===== config.mk =====
export PLATFORM = sky130hd
export DESIGN_NAME = baq_ctrl
export DESIGN_NICKNAME = d
export VERILOG_FILES = /design/src/rtl/baq_pkg.sv /design/src/rtl/baq_ctrl.sv
export SDC_FILE = /design/constraint.sdc
export NUM_CORES = 1
export LEC_CHECK = 0
export ABC_AREA = 1
export BUFFER_PORTS_ARGS = -buffer_cell sky130_fd_sc_hd__buf_2
export CAP_MARGIN = 0
export CORE_AREA = 2 2 39 41
export DETAILED_ROUTE_END_ITERATION = 12
export DIE_AREA = 0 0 41 43
export GPL_ROUTABILITY_DRIVEN = 0
export GPL_TIMING_DRIVEN = 0
export SLEW_MARGIN = 5
export SYNTH_ARGS = -nofsm -noshare
export SYNTH_HDL_FRONTEND = slang
export SYNTH_SLANG_ARGS = --single-unit

===== constraint.sdc =====
create_clock -name aclk -period 0.8 [get_ports aclk]
set_input_delay 0.08 -clock aclk [delete_from_list [all_inputs] [get_ports aclk]]
set_output_delay 0.08 -clock aclk [all_outputs]
set_load 0.1 [all_outputs]

===== src/rtl/baq_pkg.sv =====
`timescale 1ns / 1ps
// ---------------------------------------------------------------------------
// baq_pkg
// Shared types and constants of the block average ASCII quantizer.
// ---------------------------------------------------------------------------
package baq_pkg;

    localparam int PIX_W      = 8;
    localparam int CHAR_W     = 7;
    localparam int TDATA_W    = 8;
    localparam int SUB_W      = 5;
    localparam int COLS_W     = 11;
    localparam int ROWS_W     = 13;
    localparam int CFG_W      = 13;
    localparam int CFG_IDX_W  = 2;
    localparam int ROW_IDX_W  = 12;
    localparam int ROWS_LIMIT = 4096;
    localparam int LEVELS     = 10;
    localparam int LVL_W      = 4;
    localparam int THR_W      = 8;

    localparam logic [SUB_W-1:0]  SUB_RST  = SUB_W'(1);
    localparam logic [COLS_W-1:0] COLS_RST = COLS_W'(1024);
    localparam logic [ROWS_W-1:0] ROWS_RST = ROWS_W'(1024);

    localparam logic [CFG_IDX_W-1:0] CFG_SUB_SAMPLE = 2'd0;
    localparam logic [CFG_IDX_W-1:0] CFG_IMAGE_COLS = 2'd1;
    localparam logic [CFG_IDX_W-1:0] CFG_IMAGE_ROWS = 2'd2;

    // smallest mean that reaches each level: ceil(256 * level / 10)
    localparam logic [THR_W-1:0] LEVEL_THR [LEVELS] = '{
        8'd0, 8'd26, 8'd52, 8'd77, 8'd103, 8'd128, 8'd154, 8'd180, 8'd205, 8'd231
    };

    // darkest to lightest
    localparam logic [CHAR_W-1:0] GLYPHS [LEVELS] = '{
        7'h23, 7'h40, 7'h25, 7'h2B, 7'h2A, 7'h3D, 7'h3A, 7'h2D, 7'h2E, 7'h20
    };

    typedef enum logic [3:0] {
        ST_IDLE  = 4'b0001,
        ST_WRITE = 4'b0010,
        ST_QUANT = 4'b0100,
        ST_EMIT  = 4'b1000
    } baq_state_t;

    typedef struct packed {
        logic accept;
        logic write;
        logic q_init;
        logic q_step;
        logic load_out;
    } baq_cmd_t;

    typedef struct packed {
        logic in_area;
        logic is_last;
        logic q_done;
        logic out_free;
    } baq_sts_t;

endpackage


===== src/rtl/baq_ctrl.sv =====
`timescale 1ns / 1ps
// ---------------------------------------------------------------------------
// baq_ctrl
// Per pixel sequencer: accept, sum update, level search, result hand-off.
// ---------------------------------------------------------------------------
module baq_ctrl (
    input  logic              aclk,
    input  logic              aresetn,
    input  logic              s_tvalid,
    output logic              s_tready,
    input  baq_pkg::baq_sts_t sts,
    output baq_pkg::baq_cmd_t cmd
);
    import baq_pkg::*;

    baq_state_t state_reg, state_next;

    always_comb begin
        state_next   = state_reg;
        cmd          = '0;
        s_tready     = 1'b0;
        unique case (state_reg)
            ST_IDLE: begin
                s_tready   = 1'b1;
                cmd.accept = s_tvalid;
                if (s_tvalid && sts.in_area) begin
                    state_next = ST_WRITE;
                end
            end
            ST_WRITE: begin
                cmd.write = 1'b1;
                if (sts.is_last) begin
                    cmd.q_init = 1'b1;
                    state_next = ST_QUANT;
                end else begin
                    state_next = ST_IDLE;
                end
            end
            ST_QUANT: begin
                cmd.q_step = 1'b1;
                if (sts.q_done) begin
                    state_next = ST_EMIT;
                end
            end
            ST_EMIT: begin
                if (sts.out_free) begin
                    cmd.load_out = 1'b1;
                    state_next   = ST_IDLE;
                end
            end
            default: state_next = ST_IDLE;
        endcase
    end

    always_ff @(posedge aclk) begin
        if (!aresetn) begin
            state_reg <= ST_IDLE;
        end else begin
            state_reg <= state_next;
        end
    end

    a_write_follows: assert property (@(posedge aclk) disable iff (!aresetn)
        (cmd.accept && sts.in_area) |=> cmd.write)
        else $error("sum update missing after accepted pixel");

    a_quant_follows: assert property (@(posedge aclk) disable iff (!aresetn)
        (cmd.write && sts.is_last) |=> cmd.q_step)
        else $error("level search missing after block end");

    a_load_free: assert property (@(posedge aclk) disable iff (!aresetn)
        cmd.load_out |-> sts.out_free)
        else $error("output register overwritten");

endmodule


==> flow_summary.json <==
{
  "final_cells": 91,
  "routed_wire_length_per_instance_um": 9.75,
  "count_of_pins_on_the_block_boundary": 13,
  "crit_slowest_cell": "dfxtp_2",
  "grt_setup_unrepaired": "yes",
  "clock-sinks": 4,
  "failed_checks": "setup timing",
  "h-tree-depth": 1,
  "overflow_left_after_global_routing": 0,
  "synth.ff_latch_count": 4,
  "power.density_mw_per_mm2": 4640,
  "report.final.setup_viol": 10,
  "worst_hold_startpoint": "aresetn",
  "num_rows": 14,
  "cts_made_buffers": 3,
  "final_cell_mix": "9 x inv_1, 7 x buf_4",
  "syn_inst": 49,
  "post-place-cells": 77,
  "reg2reg_setup_slack_ps": -430,
  "tritoncts_clock_tree": "built",
  "fp.dieH_um": 43,
  "number_of_different_library_cells_in_the_post_synthesis_netlist": 10,
  "antenna_cells": 0,
  "required_time_of_the_critical_path_ps": 720,
  "timing.critical_path.cells": "nor2_4, buf_6, nand2_8, nor2_4, buf_12",
  "finalMaxSlewViolations": 0,
  "dieArea_mm2": 0.00176,
  "post_drt_via_cell_ratio": 4.00,
  "period_minus_slack_ps": 1280,
  "antenna_found_initial": 0,
  "irDropWorstVdd_uv": 1740,
  "design_area_um2": 697,
  "gr_usage_total_pct": 12.2,
  "design.core.area_mm2": 0.00138,
  "cts-hold-fix-buffers": 0,
  "largest_register_ff_count": 4,
  "mappedNetlistNets": 56,
  "category_of_the_most_critical_setup_path": "reg2out",
  "buffer_ports.inserted": 12,
  "detailedRoute.firstPassIterationCount": 1,
  "report.final.hold_viol_count": 0,
  "placed_area_um2": 448,
  "synth-seq-area-share_pct": 29.2,
  "floorplan.initialDensity_pct": 19.8,
  "drc": 0,
  "first_global_vias": 368,
  "preCtsSetupSlack_ps": -685,
  "max_slew.worst_pin.slew_ps": 201,
  "crit_path_end_kind": "primary output",
  "critical_path.max_fanout": 3,
  "startpoint": "state_reg[3]$_SDFFE_PN0P_",
  "final_antenna_net_count": 0,
  "critPathBufInv": 2,
  "total_power_mw": 3.23,
  "fillerInstances": 123,
  "num_vias": 364,
  "hpwlAfterDp_um": 576,
  "cts_buffer_depth": 2,
  "maxCapViolCount": 0,
  "most_frequent_standard_cell_in_the_layout_excluding_fill_and_tap_cells": "inv_1",
  "holdWs_ps": 86.4,
  "die_width_um": 41,
  "finalCoreUtilization_pct": 50.4,
  "clk_pin_slew_worst_setup_hold_paths_ps": 40,
  "syn2layout_area_growth_pct": 154,
  "standby_leakage_power_nw": 0.344,
  "clkLatencyLatePin_ps": 230,
  "setup-tns-final_ps": -3970,
  "grt_pass1_wl_um": 1390,
  "initialDrtViolationCount": 0,
  "final_layout_size_suffix_gt1_share_pct": 72.0,
  "layout_setup_ws_ps": -476,
  "status": "finished with violations",
  "cp_data_arrival_time_ps": 1200,
  "max_freq_mhz": 784,
  "cp_top_family": "flip-flops",
  "timing.rr.start": "state_reg[3]$_SDFFE_PN0P_",
  "worst_clock_skew_ps": 3.88,
  "syn_avg_cell_area_um2": 5.59,
  "timing.critical_path.slowest_cell_delay_ps": 330,
  "yosysWarningCount": 0,
  "setup.worst_path.start_class": "flip-flop",
  "maxSlewHeadroom_pct": 86.6,
  "post_synthesis_instance_area_um2": 274,
  "cts_root_buffer": "clkbuf_4",
  "nNetsFinal": 84,
  "critical-path-top-cell-by-count": "nor2_4",
  "drt_wl_total_um": 887,
  "hp-class": "in2reg",
  "layout_worst_path_cycle_share_pct": 159,
  "grt_max_degree": 5
}
## final timing paths
check	end	depth (start not counted)
worst min-delay path	state_reg[3]$_SDFFE_PN0P_	3
worst max-delay path	cmd[4]	5
worst min register to register	state_reg[2]$_SDFFE_PN0P_	3
worst max register to register	state_reg[0]$_SDFFE_PN1P_	9
## power breakdown
group | internal, mW | leakage (nW) | switching, mW
combinational | 1.10 | 0.296 | 1.49
clock | 0.167 | 0.0138 | 0.0759
sequential | 0.288 | 0.0341 | 0.115
total | 1.55 | 0.344 | 1.68
## repair_timing
| item | in CTS | in global routing |
|---|---|---|
| endpoints found under the setup margin | 10 | 10 |
| gates resized for setup | 38 | 3 |
| pin swaps | 14 | 5 |
| setup buffers | 13 | 1 |
## worst reg2reg max path, delay by kind of cell (launching register included)
family / cells / cell delay (ps)
flip-flops: 1 / 330
AND/OR/NAND/NOR: 6 / 450
buffers and inverters: 3 / 340
## cell type report
| type | count | area (um^2) | area share (%) |
|---|---|---|---|
| clock buffer | 3 | 22.5 | 3.23 |
| multi-input combinational | 30 | 249 | 35.7 |
| timing repair buffer | 24 | 250 | 35.9 |
| inverter | 14 | 67.6 | 9.69 |
| sequential | 4 | 87.6 | 12.6 |
| tap | 16 | 20.0 | 2.87 |
## Yosys cell counts
master    n  area (um^2)
nand4_1   2         12.5
dfxtp_1   4         80.1
nor2_2    3         18.8
inv_2     1         3.75
nand2_1  11         41.3
inv_1    13         48.8
nand3_1   6         30.0
nor2_1    7         26.3
a21oi_1   1         5.00
buf_4     1         7.51
## cell families after synthesis
kind of cell / count (synthesis) / synth area share, %
buffers and inverters: 15 / 21.9
AO/OA/AOI/OAI: 1 / 1.82
flip-flops: 4 / 29.2
AND/OR/NAND/NOR: 29 / 47.0
## per-layer routing
layer / GRT usage [%] / up-vias / share of wire, %
li1: - / 198 / -
met1: 11.9 / 158 / 39
met2: 20.0 / 8 / 57
met3: 4.71 / 0 / 4.4
met4: 8.00 / 0 / 0
met5: 0 / - / 0
No activity file was read; power rests on OpenSTA's default activity.
